### config.mk
export PLATFORM = sky130hd
export DESIGN_NAME = sorted_timer_queue
export DESIGN_NICKNAME = d
export VERILOG_FILES = /design/src/hw/rtl/stq_pkg.sv /design/src/hw/rtl/stq_cell.sv /design/src/hw/rtl/stq_queue.sv /design/src/hw/rtl/sorted_timer_queue.sv
export VERILOG_INCLUDE_DIRS = /design/src /design/src/hw/rtl
export SDC_FILE = /design/constraint.sdc
export NUM_CORES = 2
export LEC_CHECK = 0
export BUFFER_PORTS_ARGS = -buffer_cell sky130_fd_sc_hd__buf_2
export CAP_MARGIN = 20
export CORE_UTILIZATION = 40
export DETAILED_ROUTE_END_ITERATION = 16
export GPL_ROUTABILITY_DRIVEN = 0
export GPL_TIMING_DRIVEN = 0
export REMOVE_ABC_BUFFERS = 1
export SLEW_MARGIN = 25
export SYNTH_ARGS = -nofsm -noshare
export SYNTH_HDL_FRONTEND = slang
export SYNTH_SLANG_ARGS = --single-unit
### constraint.sdc
create_clock -name i_clk -period 15.1 [get_ports i_clk]
set_input_delay 0 -clock i_clk [delete_from_list [all_inputs] [get_ports i_clk]]
set_output_delay 0 -clock i_clk [all_outputs]
set_load 0.02 [all_outputs]
### src/hw/rtl/sorted_timer_queue_defines.svh
// ----------------------------------------------------------------------------
// Sorted timer queue assertion macros.
// Concurrent checks that compile away when SYNTH is defined.
// ----------------------------------------------------------------------------
`ifndef SORTED_TIMER_QUEUE_DEFINES_SVH
`define SORTED_TIMER_QUEUE_DEFINES_SVH
`ifndef SYNTH
// Consequent must hold in the same cycle as the antecedent.
`define STQ_ASSERT_NOW(lbl, ante, cons, msg) \
    lbl: assert property (@(posedge i_clk) disable iff (!i_rst_n) (ante) |-> (cons)) \
        else $error(msg);
// Consequent must hold in the cycle after the antecedent.
`define STQ_ASSERT_NEXT(lbl, ante, cons, msg) \
    lbl: assert property (@(posedge i_clk) disable iff (!i_rst_n) (ante) |=> (cons)) \
        else $error(msg);
`else
`define STQ_ASSERT_NOW(lbl, ante, cons, msg)
`define STQ_ASSERT_NEXT(lbl, ante, cons, msg)
`endif
`endif

### src/hw/rtl/stq_pkg.sv
// ----------------------------------------------------------------------------
// Sorted timer queue package.
// Widths, codes and shared types of the timer queue and its cells.
// ----------------------------------------------------------------------------
`timescale 1ns / 1ps
`default_nettype none
package stq_pkg;

    localparam int TIMER_COUNT_DEF = 16;
    localparam int ID_LIMIT        = 16;
    localparam int ID_W            = 4;
    localparam int DL_W            = 32;
    localparam int DEST_W          = 8;
    localparam int WORD_W          = 32;
    localparam int FUNC_W          = 3;
    localparam int KIND_W          = 2;
    localparam int CFG_W           = 4;
    localparam int S_TDATA_W       = 80;
    localparam int M_TDATA_W       = 48;

    typedef enum logic [FUNC_W-1:0] {
        FN_TICK       = 3'd0,
        FN_ALLOC      = 3'd1,
        FN_FREE       = 3'd2,
        FN_BIND       = 3'd3,
        FN_ARM        = 3'd4,
        FN_CANCEL     = 3'd5,
        FN_CANCEL_ALL = 3'd6,
        FN_BAD        = 3'd7
    } t_func;

    typedef enum logic [1:0] {
        STAT_FREE  = 2'd0,
        STAT_ALLOC = 2'd1,
        STAT_RUN   = 2'd2
    } t_status;

    typedef enum logic [KIND_W-1:0] {
        KIND_ACK    = 2'd0,
        KIND_EVENT  = 2'd1,
        KIND_SWITCH = 2'd2
    } t_kind;

    typedef enum logic [1:0] {
        Q_HOLD   = 2'd0,
        Q_INSERT = 2'd1,
        Q_REMOVE = 2'd2,
        Q_POP    = 2'd3
    } t_q_op;

    typedef enum logic [2:0] {
        S_IDLE,
        S_EXEC,
        S_TICK,
        S_INSERT,
        S_SWEEP,
        S_ACK
    } t_state;

    // One position of the sorted list.
    typedef struct packed {
        logic            valid;
        logic [ID_W-1:0] id;
        logic [DL_W-1:0] dl;
    } t_slot;

    // Command broadcast to every cell of the list.
    typedef struct packed {
        t_q_op           op;
        logic [ID_W-1:0] id;
        logic [DL_W-1:0] dl;
    } t_q_ctl;

endpackage
`default_nettype wire

### src/hw/rtl/stq_cell.sv
// ----------------------------------------------------------------------------
// Sorted timer queue cell.
// Holds one list position and shifts with its neighbors on insert, remove, pop.
// ----------------------------------------------------------------------------
`timescale 1ns / 1ps
`default_nettype none
module stq_cell (
    input  wire logic           i_clk,
    input  wire logic           i_rst_n,
    input  wire stq_pkg::t_q_ctl i_ctl,
    input  wire stq_pkg::t_slot i_left,
    input  wire stq_pkg::t_slot i_right,
    input  wire logic           i_prev_ge,
    output logic                o_ge,
    input  wire logic           i_seen,
    output logic                o_seen,
    output stq_pkg::t_slot      o_slot
);
    import stq_pkg::*;

    t_slot r_slot;
    t_slot n_slot;
    logic  w_hit;

    // An empty cell stands for the sentinel, which is later than any deadline.
    assign o_ge   = !r_slot.valid || (r_slot.dl >= i_ctl.dl);
    assign w_hit  = r_slot.valid && (r_slot.id == i_ctl.id);
    assign o_seen = i_seen | w_hit;
    assign o_slot = r_slot;

    // Next content from the broadcast command and the neighbors.
    always_comb begin
        n_slot = r_slot;
        unique case (i_ctl.op)
            Q_HOLD: begin
                n_slot = r_slot;
            end
            Q_INSERT: begin
                if (i_prev_ge) begin
                    n_slot = i_left;
                end else if (o_ge) begin
                    n_slot.valid = 1'b1;
                    n_slot.id    = i_ctl.id;
                    n_slot.dl    = i_ctl.dl;
                end
            end
            Q_REMOVE: begin
                if (o_seen) begin
                    n_slot = i_right;
                end
            end
            Q_POP: begin
                n_slot = i_right;
            end
            default: begin
                n_slot = r_slot;
            end
        endcase
    end

    // Only the valid flag needs a reset.
    always_ff @(posedge i_clk) begin
        if (!i_rst_n) begin
            r_slot.valid <= 1'b0;
        end else begin
            r_slot <= n_slot;
        end
    end

endmodule
`default_nettype wire

### src/hw/rtl/stq_queue.sv
// ----------------------------------------------------------------------------
// Sorted timer queue list.
// A row of cells holding running timers in deadline order, earliest first.
// ----------------------------------------------------------------------------
`timescale 1ns / 1ps
`default_nettype none
module stq_queue #(
    parameter int SLOTS = stq_pkg::TIMER_COUNT_DEF - 1
) (
    input  wire logic            i_clk,
    input  wire logic            i_rst_n,
    input  wire stq_pkg::t_q_ctl i_ctl,
    output stq_pkg::t_slot       o_head,
    output stq_pkg::t_slot       o_second
);
    import stq_pkg::*;

    t_slot w_slot [SLOTS+1];
    logic  w_ge   [SLOTS+1];
    logic  w_seen [SLOTS+1];

    // Beyond the last cell the list is empty.
    assign w_slot[SLOTS] = '0;
    assign w_ge[0]       = 1'b0;
    assign w_seen[0]     = 1'b0;

    // Chain of cells, each talking to its left and right neighbor only.
    for (genvar k = 0; k < SLOTS; k++) begin : g_cell
        t_slot w_left;
        if (k == 0) begin : g_first
            assign w_left = '0;
        end else begin : g_rest
            assign w_left = w_slot[k-1];
        end
        stq_cell u_cell (
            .i_clk     (i_clk),
            .i_rst_n   (i_rst_n),
            .i_ctl     (i_ctl),
            .i_left    (w_left),
            .i_right   (w_slot[k+1]),
            .i_prev_ge (w_ge[k]),
            .o_ge      (w_ge[k+1]),
            .i_seen    (w_seen[k]),
            .o_seen    (w_seen[k+1]),
            .o_slot    (w_slot[k])
        );
    end

    assign o_head   = w_slot[0];
    assign o_second = w_slot[1];

endmodule
`default_nettype wire

### src/hw/rtl/sorted_timer_queue.sv
// ----------------------------------------------------------------------------
// Sorted timer queue.
// Pool of one-shot timers kept in a deadline-sorted list of shifting cells.
// ----------------------------------------------------------------------------
// Usage:
// Commands enter on the s channel: tuser carries the function code, tdata the
// timer, delay, destination, data word and owned flag. Results leave on the m
// channel, one word per cycle at most, tuser the result kind, tlast set on the
// final word of a command. The cfg channel writes the switch timer and is always
// ready; that it is written only while the block is idle is left to the user.
// Allocate, free, bind and cancel go from the exec state to the ack state, arm
// by way of the insert state, cancel-all by way of the sweep state (one table
// entry inspected per cycle); a tick pops expired timers in the tick state. One
// command is in work at a time; the next is taken once the previous has placed
// its last word in the output register. List updates shift every cell at once.
// Reset empties the list, frees every timer but the sentinel, clears the tick
// count and the switch timer. When the receiver stalls, the output register
// holds its word and the sequencer waits before producing the next one.
// ----------------------------------------------------------------------------
`timescale 1ns / 1ps
`default_nettype none
`include "sorted_timer_queue_defines.svh"
module sorted_timer_queue #(
    parameter int TIMER_COUNT = stq_pkg::TIMER_COUNT_DEF
) (
    input  wire logic                          i_clk,
    input  wire logic                          i_rst_n,
    // Command words.
    input  wire logic                          i_s_tvalid,
    output logic                               o_s_tready,
    // timer_id[3:0], delay_ticks[35:4], dest_id[43:36], event_data[75:44],
    // app_owned[76], zero padding[79:77].
    input  wire logic [stq_pkg::S_TDATA_W-1:0] i_s_tdata,
    // func[2:0].
    input  wire logic [stq_pkg::FUNC_W-1:0]    i_s_tuser,
    // Result words.
    output logic                               o_m_tvalid,
    input  wire logic                          i_m_tready,
    // out_timer[3:0], out_dest[11:4], out_data[43:12], ok[44], padding[47:45].
    output logic [stq_pkg::M_TDATA_W-1:0]      o_m_tdata,
    // kind[1:0].
    output logic [stq_pkg::KIND_W-1:0]         o_m_tuser,
    output logic                               o_m_tlast,
    // Switch timer register.
    input  wire logic                          i_cfg_valid,
    output logic                               o_cfg_ready,
    input  wire logic [stq_pkg::CFG_W-1:0]     i_cfg_data
);
    import stq_pkg::*;

    localparam int ENTRIES = (TIMER_COUNT < ID_LIMIT) ? TIMER_COUNT : ID_LIMIT;
    localparam int IDX_W   = $clog2(ENTRIES);
    localparam int SLOTS   = ENTRIES - 1;
    localparam logic [ID_W:0]    ENTRIES_W = (ID_W + 1)'(ENTRIES);
    localparam logic [IDX_W-1:0] LAST_IDX  = IDX_W'(ENTRIES - 1);

    // Sequencer and command registers.
    t_state            r_state, n_state;
    t_func             r_func, n_func;
    logic [ID_W-1:0]   r_id, n_id;
    logic              r_idok, n_idok;
    logic [DL_W-1:0]   r_dl, n_dl;
    logic [DEST_W-1:0] r_dest, n_dest;
    logic [WORD_W-1:0] r_word, n_word;
    logic              r_own, n_own;
    logic [DL_W-1:0]   r_tick, n_tick;
    logic [CFG_W-1:0]  r_sw, n_sw;
    logic              r_ts, n_ts;
    logic              r_emitted, n_emitted;
    logic [IDX_W-1:0]  r_idx, n_idx;
    logic [ID_W-1:0]   r_ack_timer, n_ack_timer;
    logic              r_ack_ok, n_ack_ok;

    // Output register.
    logic              r_m_valid, n_m_valid;
    t_kind             r_m_kind, n_m_kind;
    logic [ID_W-1:0]   r_m_timer, n_m_timer;
    logic [DEST_W-1:0] r_m_dest, n_m_dest;
    logic [WORD_W-1:0] r_m_data, n_m_data;
    logic              r_m_ok, n_m_ok;
    logic              r_m_last, n_m_last;

    // Per-timer table.
    t_status           r_status [ENTRIES];
    logic              r_owned  [ENTRIES];
    logic [DEST_W-1:0] r_edest  [ENTRIES];
    logic [WORD_W-1:0] r_eword  [ENTRIES];

    logic              st_we;
    logic [IDX_W-1:0]  st_wa;
    t_status           st_wd;
    logic              own_we;
    logic [IDX_W-1:0]  own_wa;
    logic              own_wd;
    logic              bind_we;

    logic [IDX_W-1:0]  rd_idx;
    t_status           rd_status;
    logic              rd_owned;
    logic [DEST_W-1:0] rd_dest;
    logic [WORD_W-1:0] rd_word;

    logic              found_got;
    logic [ID_W-1:0]   found_id;

    t_q_ctl            q_ctl;
    t_slot             w_head;
    t_slot             w_second;

    logic              out_free;
    logic              head_due;
    logic              next_due;

    stq_queue #(
        .SLOTS (SLOTS)
    ) u_queue (
        .i_clk    (i_clk),
        .i_rst_n  (i_rst_n),
        .i_ctl    (q_ctl),
        .o_head   (w_head),
        .o_second (w_second)
    );

    assign o_s_tready  = (r_state == S_IDLE);
    assign o_cfg_ready = 1'b1;
    assign o_m_tvalid  = r_m_valid;
    assign o_m_tdata   = {3'b000, r_m_ok, r_m_data, r_m_dest, r_m_timer};
    assign o_m_tuser   = r_m_kind;
    assign o_m_tlast   = r_m_last;

    assign out_free = !r_m_valid || i_m_tready;
    assign head_due = w_head.valid && (w_head.dl <= r_tick);
    assign next_due = w_second.valid && (w_second.dl <= r_tick);

    // Single table read port, addressed by the current step.
    always_comb begin
        unique case (r_state)
            S_TICK:  rd_idx = w_head.id[IDX_W-1:0];
            S_SWEEP: rd_idx = r_idx;
            default: rd_idx = r_id[IDX_W-1:0];
        endcase
    end

    assign rd_status = r_status[rd_idx];
    assign rd_owned  = r_owned[rd_idx];
    assign rd_dest   = r_edest[rd_idx];
    assign rd_word   = r_eword[rd_idx];

    // Lowest free timer for allocate.
    always_comb begin
        found_got = 1'b0;
        found_id  = '0;
        for (int i = 0; i < ENTRIES; i++) begin
            if (!found_got && (r_status[i] == STAT_FREE)) begin
                found_got = 1'b1;
                found_id  = ID_W'(i);
            end
        end
    end

    // Sequencer: next state, table writes, list commands and result words.
    always_comb begin
        n_state     = r_state;
        n_func      = r_func;
        n_id        = r_id;
        n_idok      = r_idok;
        n_dl        = r_dl;
        n_dest      = r_dest;
        n_word      = r_word;
        n_own       = r_own;
        n_tick      = r_tick;
        n_sw        = r_sw;
        n_ts        = r_ts;
        n_emitted   = r_emitted;
        n_idx       = r_idx;
        n_ack_timer = r_ack_timer;
        n_ack_ok    = r_ack_ok;

        n_m_valid   = r_m_valid;
        n_m_kind    = r_m_kind;
        n_m_timer   = r_m_timer;
        n_m_dest    = r_m_dest;
        n_m_data    = r_m_data;
        n_m_ok      = r_m_ok;
        n_m_last    = r_m_last;

        q_ctl.op    = Q_HOLD;
        q_ctl.id    = r_id;
        q_ctl.dl    = r_dl;

        st_we       = 1'b0;
        st_wa       = r_id[IDX_W-1:0];
        st_wd       = STAT_FREE;
        own_we      = 1'b0;
        own_wa      = r_id[IDX_W-1:0];
        own_wd      = 1'b0;
        bind_we     = 1'b0;

        // A taken word leaves the output register unless replaced below.
        if (i_m_tready) begin
            n_m_valid = 1'b0;
        end

        if (i_cfg_valid) begin
            n_sw = i_cfg_data;
        end

        unique case (r_state)
            S_IDLE: begin
                if (i_s_tvalid) begin
                    n_func  = t_func'(i_s_tuser);
                    n_id    = i_s_tdata[3:0];
                    n_idok  = (i_s_tdata[3:0] != '0) && ({1'b0, i_s_tdata[3:0]} < ENTRIES_W);
                    n_dl    = r_tick + i_s_tdata[35:4];
                    n_dest  = i_s_tdata[43:36];
                    n_word  = i_s_tdata[75:44];
                    n_own   = i_s_tdata[76];
                    n_state = S_EXEC;
                end
            end
            S_EXEC: begin
                n_ack_timer = '0;
                n_ack_ok    = r_idok;
                n_state     = S_ACK;
                unique case (r_func)
                    FN_TICK: begin
                        n_tick    = r_tick + 1'b1;
                        n_ts      = 1'b0;
                        n_emitted = 1'b0;
                        n_state   = S_TICK;
                    end
                    FN_ALLOC: begin
                        n_ack_timer = found_id;
                        n_ack_ok    = found_got;
                        if (found_got) begin
                            st_we  = 1'b1;
                            st_wa  = found_id[IDX_W-1:0];
                            st_wd  = STAT_ALLOC;
                            own_we = 1'b1;
                            own_wa = found_id[IDX_W-1:0];
                            own_wd = 1'b0;
                        end
                    end
                    FN_FREE: begin
                        if (r_idok) begin
                            if (rd_status == STAT_RUN) begin
                                q_ctl.op = Q_REMOVE;
                            end
                            st_we = 1'b1;
                            st_wd = STAT_FREE;
                        end
                    end
                    FN_BIND: begin
                        if (r_idok) begin
                            bind_we = 1'b1;
                            own_we  = 1'b1;
                            own_wd  = r_own;
                        end
                    end
                    FN_ARM: begin
                        if (r_idok) begin
                            // A running timer is unlinked before its new insert.
                            if (rd_status == STAT_RUN) begin
                                q_ctl.op = Q_REMOVE;
                            end
                            st_we   = 1'b1;
                            st_wd   = STAT_RUN;
                            n_state = S_INSERT;
                        end
                    end
                    FN_CANCEL: begin
                        n_ack_ok = r_idok && (rd_status == STAT_RUN);
                        if (r_idok && (rd_status == STAT_RUN)) begin
                            q_ctl.op = Q_REMOVE;
                            st_we    = 1'b1;
                            st_wd    = STAT_ALLOC;
                        end
                    end
                    FN_CANCEL_ALL: begin
                        n_idx   = IDX_W'(1);
                        n_state = S_SWEEP;
                    end
                    default: begin
                        n_ack_ok = 1'b0;
                    end
                endcase
            end
            S_INSERT: begin
                q_ctl.op    = Q_INSERT;
                n_ack_timer = '0;
                n_ack_ok    = 1'b1;
                n_state     = S_ACK;
            end
            S_SWEEP: begin
                // One table entry per cycle, timers 1 and up.
                if ((rd_status != STAT_FREE) && rd_owned && (rd_dest == r_dest)) begin
                    if (rd_status == STAT_RUN) begin
                        q_ctl.op = Q_REMOVE;
                        q_ctl.id = ID_W'(r_idx);
                    end
                    st_we = 1'b1;
                    st_wa = r_idx;
                    st_wd = STAT_FREE;
                end
                n_idx = r_idx + 1'b1;
                if (r_idx == LAST_IDX) begin
                    n_ack_timer = '0;
                    n_ack_ok    = 1'b1;
                    n_state     = S_ACK;
                end
            end
            S_TICK: begin
                if (head_due) begin
                    if (w_head.id == r_sw) begin
                        // The switch request goes out after every event.
                        q_ctl.op = Q_POP;
                        st_we    = 1'b1;
                        st_wa    = w_head.id[IDX_W-1:0];
                        st_wd    = STAT_ALLOC;
                        n_ts     = 1'b1;
                    end else if (out_free) begin
                        q_ctl.op  = Q_POP;
                        st_we     = 1'b1;
                        st_wa     = w_head.id[IDX_W-1:0];
                        st_wd     = STAT_ALLOC;
                        n_emitted = 1'b1;
                        n_m_valid = 1'b1;
                        n_m_kind  = KIND_EVENT;
                        n_m_timer = w_head.id;
                        n_m_dest  = rd_dest;
                        n_m_data  = rd_word;
                        n_m_ok    = 1'b1;
                        n_m_last  = !r_ts && !next_due;
                    end
                end else if (r_ts) begin
                    if (out_free) begin
                        n_m_valid = 1'b1;
                        n_m_kind  = KIND_SWITCH;
                        n_m_timer = r_sw;
                        n_m_dest  = '0;
                        n_m_data  = '0;
                        n_m_ok    = 1'b1;
                        n_m_last  = 1'b1;
                        n_state   = S_IDLE;
                    end
                end else if (!r_emitted) begin
                    if (out_free) begin
                        n_m_valid = 1'b1;
                        n_m_kind  = KIND_ACK;
                        n_m_timer = '0;
                        n_m_dest  = '0;
                        n_m_data  = '0;
                        n_m_ok    = 1'b1;
                        n_m_last  = 1'b1;
                        n_state   = S_IDLE;
                    end
                end else begin
                    n_state = S_IDLE;
                end
            end
            S_ACK: begin
                if (out_free) begin
                    n_m_valid = 1'b1;
                    n_m_kind  = KIND_ACK;
                    n_m_timer = r_ack_timer;
                    n_m_dest  = '0;
                    n_m_data  = '0;
                    n_m_ok    = r_ack_ok;
                    n_m_last  = 1'b1;
                    n_state   = S_IDLE;
                end
            end
            default: begin
                n_state = S_IDLE;
            end
        endcase
    end

    // Control registers.
    always_ff @(posedge i_clk) begin
        if (!i_rst_n) begin
            r_state   <= S_IDLE;
            r_tick    <= '0;
            r_sw      <= '0;
            r_ts      <= 1'b0;
            r_emitted <= 1'b0;
            r_m_valid <= 1'b0;
        end else begin
            r_state   <= n_state;
            r_tick    <= n_tick;
            r_sw      <= n_sw;
            r_ts      <= n_ts;
            r_emitted <= n_emitted;
            r_m_valid <= n_m_valid;
        end
    end

    // Payload registers.
    always_ff @(posedge i_clk) begin
        r_func      <= n_func;
        r_id        <= n_id;
        r_idok      <= n_idok;
        r_dl        <= n_dl;
        r_dest      <= n_dest;
        r_word      <= n_word;
        r_own       <= n_own;
        r_idx       <= n_idx;
        r_ack_timer <= n_ack_timer;
        r_ack_ok    <= n_ack_ok;
        r_m_kind    <= n_m_kind;
        r_m_timer   <= n_m_timer;
        r_m_dest    <= n_m_dest;
        r_m_data    <= n_m_data;
        r_m_ok      <= n_m_ok;
        r_m_last    <= n_m_last;
    end

    // Status and owned flags; entry 0 is the sentinel and stays running.
    always_ff @(posedge i_clk) begin
        if (!i_rst_n) begin
            for (int i = 0; i < ENTRIES; i++) begin
                r_status[i] <= (i == 0) ? STAT_RUN : STAT_FREE;
                r_owned[i]  <= 1'b0;
            end
        end else begin
            if (st_we) begin
                r_status[st_wa] <= st_wd;
            end
            if (own_we) begin
                r_owned[own_wa] <= own_wd;
            end
        end
    end

    // Destination and data word, defined once bound.
    always_ff @(posedge i_clk) begin
        if (bind_we) begin
            r_edest[r_id[IDX_W-1:0]] <= r_dest;
            r_eword[r_id[IDX_W-1:0]] <= r_word;
        end
    end

    `STQ_ASSERT_NOW(a_head_not_sentinel, w_head.valid, w_head.id != '0, "sentinel in list")
    `STQ_ASSERT_NOW(a_list_sorted, w_head.valid && w_second.valid, w_head.dl <= w_second.dl, "list out of order")
    `STQ_ASSERT_NOW(a_switch_is_last, r_m_valid && (r_m_kind == KIND_SWITCH), r_m_last, "switch request not last")
    `STQ_ASSERT_NEXT(a_busy_after_accept, i_s_tvalid && o_s_tready, !o_s_tready, "second command taken")

endmodule
`default_nettype wire
# After elaboration in Yosys (flattened, before gate mapping)
# Memories as Yosys holds them, arrays and structs flattened.
# Cells that the tools add are included.
[word_totals]
memories = 4
wordCells = 564
ram_bits = 688
register_bits = 735
inputBits = 92
out_inout_bits = 54
[memory_table]
columns = ["name", "words", "width", "rd", "rd_ports_with_merged_regs", "write_ports", "line_no", "source"]
rows = [
  ["r_eword", 16, 32, 1, 0, 1, "sorted_timer_queue.sv:87", "logic [WORD_W-1:0] r_eword [ENTRIES];"],
  ["r_edest", 16, 8, 1, 0, 1, "sorted_timer_queue.sv:86", "logic [DEST_W-1:0] r_edest [ENTRIES];"],
  ["r_status", 16, 2, 17, 0, 16, "sorted_timer_queue.sv:84", "t_status r_status [ENTRIES];"],
  ["r_owned", 16, 1, 1, 0, 16, "sorted_timer_queue.sv:85", "logic r_owned [ENTRIES];"],
]
[op_classes]
n_eq_ne = 77
muxes = 226
reduce_logical = 155
n_bitwise = 15
magnitude_cmp = 17
add_sub_neg = 3
[op_table]
columns = ["op", "n"]
rows = [
  ["case mux 37 bit (3 select lines)", 15],
  ["2-to-1 mux 37 bit", 44],
  [">= comparator 32 bit", 15],
  ["2-to-1 mux 32 bit", 6],
  ["2-to-1 mux 4 bit", 35],
  ["2-to-1 mux 1 bit", 72],
  ["AND reduction 4 bit", 18],
  ["equality test 4 bit", 16],
  ["less-or-equal comparator 32 bit", 2],
  ["case mux 32 bit (2 select lines)", 1],
  ["inequality test 3 bit, second input constant", 17],
  ["2-to-1 mux 8 bit", 6],
  ["inequality test 2 bit, second input constant", 24],
  ["AND reduction 3 bit", 16],
  ["logical AND 1 bit", 36],
  ["logical NOT 2 bit", 17],
  ["logical NOT 1 bit", 33],
  ["adder 32 x 1 -> 32 bit, second input constant", 1],
  ["adder 32 bit", 1],
  ["2-to-1 mux 2 bit", 15],
  ["case mux 4 bit (2 select lines)", 3],
  ["case mux 4 bit (3 select lines)", 2],
  ["2-to-1 mux 3 bit", 7],
  ["case mux 3 bit (6 select lines)", 1],
  ["other kinds (30)", 90],
]

# Depth between registers and ports, before layout
# An unclocked memory read counts as a cell.
[logic_depth]
ltp_word = 56
mapped_depth = 27
mapped_depth_nobuf = 20

# By module
# A second synthesis with hierarchy kept.
[hier_totals]
hier_cells = 7450
area_unflattened_um2 = 80129.4
[by_module_without_submodules]
columns = ["mod", "cells_per_inst", "n_inst", "seq_area_each_um2", "area_each_um2"]
rows = [
  ["stq_cell", 286, 15, 1101.1, 2765.2],
  ["sorted_timer_queue", 3159, 1, 25484.4, 38648.3],
  ["stq_queue", 1, 1, 0.0, 3.8],
]

# Worst setup path before layout
# Ideal clock, no wire load.
[synth_path]
kind = "reg-to-reg"
start = "reg u_queue.g_cell[0].u_cell.r_slot (netlist bit u_queue.g_cell[0].u_cell.o_slot[33])"
end = "reg u_queue.g_cell[10].u_cell.r_slot (netlist bit u_queue.g_cell[10].u_cell.o_slot[0]), enable pin"
required_time_ns = 14.476
setup_slack_ns = 4.820
setup_ns = 0.624
synth_period_minus_slack_ns = 10.280
n_path_buf = 5
path_stages_with_launch = 20
arrival_time_ns = 9.657
cell_sequence = "edfxtp_1 > clkbuf_1 > o21a_1 > o31a_1 > nand2_1 > buf_2 > mux2i_1 > nor3_1 > or3_1 > xnor2_1 > or4b_4 > buf_6 > nor2_4 > buf_6 > buf_4 > nor3_1 > a2111oi_1 > o31a_2 > nor3b_2 > a2111oi_0"
[synth_via]
elab_chain_cells = 21
elab_cells_between_ends = 60
cone_classes = "eq/ne: 18; mux: 11; bitwise: 11; reduce/logical: 17; memory: 3"
[synth_lines]
columns = ["element", "line_no", "source"]
rows = [
  ["start, declared", "stq_cell.sv:21", "t_slot r_slot;"],
  ["start signal, assigned", "stq_cell.sv:66", "r_slot <= n_slot;"],
  ["branches (longest 20 deep; another with memory read (16 x 8 bit))", "-", ""],
  ["AND reduction 4 bit (no source line) *", "-", ""],
  ["end signal, assigned", "stq_cell.sv:66", ""],
  ["end, declared", "stq_cell.sv:21", ""],
]
# Mark *: on every way between the ends.
# A chain may end at the register's enable or synchronous reset.

# Final worst setup path
[layout_path]
start = "reg r_id[0]"
end = "reg u_queue.g_cell[10].u_cell.r_slot (netlist bit u_queue.g_cell[10].u_cell.o_slot[3]), enable pin"
[layout_via]
elab_chain_cells = 21
elab_cells_between_ends = 57
cone_classes = "eq/ne: 17; mux: 9; bitwise: 11; reduce/logical: 17; memory: 3"
[layout_lines]
columns = ["element", "line_no", "source"]
rows = [
  ["start, declared", "sorted_timer_queue.sv:60", "logic [ID_W-1:0] r_id, n_id;"],
  ["start signal, assigned", "sorted_timer_queue.sv:401", "r_id <= n_id;"],
  ["branches (longest 20 deep; another with memory read (16 x 8 bit))", "-", ""],
  ["AND reduction 4 bit (no source line) *", "-", ""],
]
# Marked as above.

==> flow_metrics.env <==
export IMPL_antenna_found_initial=18
export IMPL_die_h_um=442.4
export IMPL_route_detailed_drc=0
export IMPL_viasPerCell=5.670
export IMPL_start_util=0.4028
export IMPL_critPathKind="flip-flop to flip-flop"
export IMPL_worstPathMaxFanout=50
export IMPL_firstDrtPassIters=6
export IMPL_worst_endpoint_arrival_ns=10.37
export IMPL_root_buffer="clkbuf_16"
export IMPL_h_tree_depth=4
export IMPL_tns_ns=0
export IMPL_dpl_cell_count=9880
export IMPL_cts_path_max_buffers=3
export IMPL_clock_sinks=1423
export IMPL_drt_total_wl_um=217500
export IMPL_finalNetCount=8351
export IMPL_clkLatencyLatePin_ns=0.81
export IMPL_setup_worst_path_start="r_id[0]"
export IMPL_cts_inserted_buffers=159
export IMPL_hp_class="primary input to flip-flop"
export IMPL_seqCellArea_um2=42000
export IMPL_leakage_nw=32.83
export IMPL_fillers=17528
export IMPL_fin_util=0.4686
export IMPL_die_x_um=442.4
export IMPL_synthArstFlopShare=0
export IMPL_core_rowCount=161
export IMPL_placed_area_um2=83490
export IMPL_yosysWarnings=0
export IMPL_rsz0062_at_grt="no"
export IMPL_detailedPlace_worstSlack_ns=5.249
export IMPL_synth_seq_area_share=0.5414
export IMPL_final_cell_mix="edfxtp_1 (1350), nand2_1 (1335), o21ai_0 (760)"
export IMPL_grt_pass1_vias=57018
export IMPL_worst_slack_ns=5.231
export IMPL_drive_gt1_frac=0.08499
export IMPL_final_hold_viol_count=0
export IMPL_p_per_area_nw_per_um2=110.6
export IMPL_multiInputGateArea_um2=33710
export IMPL_syn_area_um2=77580
export IMPL_ir_drop_v=0.0001156
export IMPL_io_buffers=138
export IMPL_via_count=58636
export IMPL_io_pins=146
export IMPL_area_growth_syn_to_layout_pct=16.32
export IMPL_synth_main_ff_cell="edfxtp_1"
export IMPL_core_um2=192600
export IMPL_fin_area_um2=90240
export IMPL_setup_viol=0
export IMPL_synth_distinct_cells=97
export IMPL_finClkSkew_ns=0.03671
export IMPL_cp_required_ns=15.60
export IMPL_synth_edf_count=1350
export IMPL_instances_no_fill=10341
export IMPL_grt_pass1_wl_um=335100
export IMPL_cts_tree="done"
export IMPL_synth_seq_cells=1423
export IMPL_final_common_cell="edfxtp_1"
export IMPL_synth_area_per_cell_um2=10.39
export IMPL_slew_limit_headroom=0.2471
export IMPL_hold_path_startpoint="i_s_tdata[4]"
export IMPL_cts_clk_slew_worst_paths_ns=0.06
export IMPL_period_share=0.6536
export IMPL_die_area_um2=195700
export IMPL_fmax_ghz=0.1013
export IMPL_cp_start_kind="flip-flop"
export IMPL_status="complete, no violations"
export IMPL_grt_max_degree=77
export IMPL_synthCells=7463
export IMPL_ant_nets=0
export IMPL_reg2reg_from="r_id[0]"
export IMPL_worst_slew_pin_slew_ns=1.123
export IMPL_drv_slew=0
export IMPL_max_cap_violations=0
export IMPL_critPathCaptureType="flip-flop"
export IMPL_period_minus_slack_ns=9.869
export IMPL_wl_per_cell_um=21.04
export IMPL_hpwl_um=152400
export IMPL_drt_first_iter_violations=5645
export IMPL_grt_use_total=0.2156
export IMPL_grt_overflow=0
-- repair_timing --
| action | CTS | global route |
|---|---|---|
| endpoints found under the hold margin | 199 | 0 |
| gates resized for setup | 0 | 0 |
| hold buffers | 164 | 0 |
| setup buffers | 0 | 0 |
-- per-stage QoR --
stage                     power [W]  hold WS [ns]
after detailed placement   0.006183        0.1781
after global routing        0.01036       0.05978
after floorplan            0.005681       0.09887
final                      0.009982       0.05981
after CTS                   0.01004      0.005728
after global placement     0.006272        0.1766
-- where the power goes --
part           internal (W)  switching (W)  leakage [nW]
clock               0.00217        0.00165          2.47
combinational      0.000578       0.000996          17.5
sequential          0.00445       0.000136          12.8
total               0.00720        0.00278          32.8
-- cell usage after synthesis (all sizes together), types with 23 or more instances --
cell type / n / share of area
nor2b: 84 / 0.0068
xor2: 23 / 0.0026
a21oi: 474 / 0.031
nor2: 519 / 0.025
o21ai: 773 / 0.050
inv: 95 / 0.0046
nor3: 86 / 0.0057
o21a: 27 / 0.0026
buf: 108 / 0.0072
a211oi: 33 / 0.0034
nand2b: 80 / 0.0065
nand4: 80 / 0.0065
edfxtp: 1350 / 0.52
a21o: 135 / 0.013
nand2: 1340 / 0.065
xnor2: 77 / 0.0087
o211ai: 31 / 0.0030
clkbuf: 338 / 0.016
nand3: 449 / 0.029
dfxtp: 73 / 0.019
ha: 577 / 0.093
a31oi: 46 / 0.0037
clkinv: 34 / 0.0016
mux2i: 306 / 0.039
-- per-layer routing --
layer / GRT usage / part of all wire / up-vias
met5: 0 / 0 / -
met4: 0.06123 / 0.026 / 0
met3: 0.02564 / 0.057 / 368
met2: 0.3441 / 0.46 / 1828
met1: 0.3079 / 0.46 / 28619
li1: - / - / 27821
-- state kept, by name, indices dropped and copies added, names as in the netlist, 16 cells and up --
signal	cells
r_eword	512
r_tick	32
r_owned	16
r_dl	32
r_status	32
r_m_data	32
r_edest	128
r_word	32
u_queue.g_cell.u_cell.o_slot	555
-- path summary, 6_finish.rpt --
check	to	slack, ns	depth (start not counted)
setup / recovery	u_queue.g_cell[10].u_cell.o_slot[3]	5.23	25
hold / removal	r_dl[0]	0.06	3
setup reg to reg	u_queue.g_cell[10].u_cell.o_slot[3]	5.23	25
hold reg to reg	r_owned[15]	0.48	2
-- layout make-up --
type / instances / area share
Clock buffer: 211 / 0.04878
Tap cell: 2526 / 0.03503
Antenna cell: 2 / 0.00005546
Multi-Input combinational cell: 5467 / 0.3735
Sequential cell: 1423 / 0.4655
Inverter: 129 / 0.005394
Clock inverter: 82 / 0.007238
Timing Repair Buffer: 501 / 0.06452
-- kinds of logic after synthesis --
logic type                 after synthesis  synth area share
muxes                                  311           0.04021
adders and majority gates              578           0.09332
and+or+nand+nor                       2757            0.1555
xor gates and xnor gates               100           0.01129
buffers and inverters                  575           0.02976
DFF                                   1423            0.5414
AOI/OAI and AO/OA                     1717            0.1284
other                                    2        0.00009681
-- worst max-delay path, cell delays in order (launching register included) --
cell       delay (ns)
edfxtp_1         1.01
inv_1            0.65
a32oi_1          0.51
nand2_4          0.13
buf_16           0.23
buf_12           0.21
nor3_1           0.84
a32oi_1          0.23
nand4_1          0.21
xor2_1           0.26
nand3b_1         0.25
or4b_4           0.70
nor2_4           0.66
a21boi_4         0.33
a221oi_1         0.47
a31oi_1          0.21
nand4b_2         0.20
nor3b_2          0.10
a2111oi_2        0.62
buf_2            0.32
buf_2            0.22
buf_2            0.23
buf_2            0.22
buf_2            0.21
buf_2            0.21
buf_2            0.21
(Power assumes the default switching activity.)
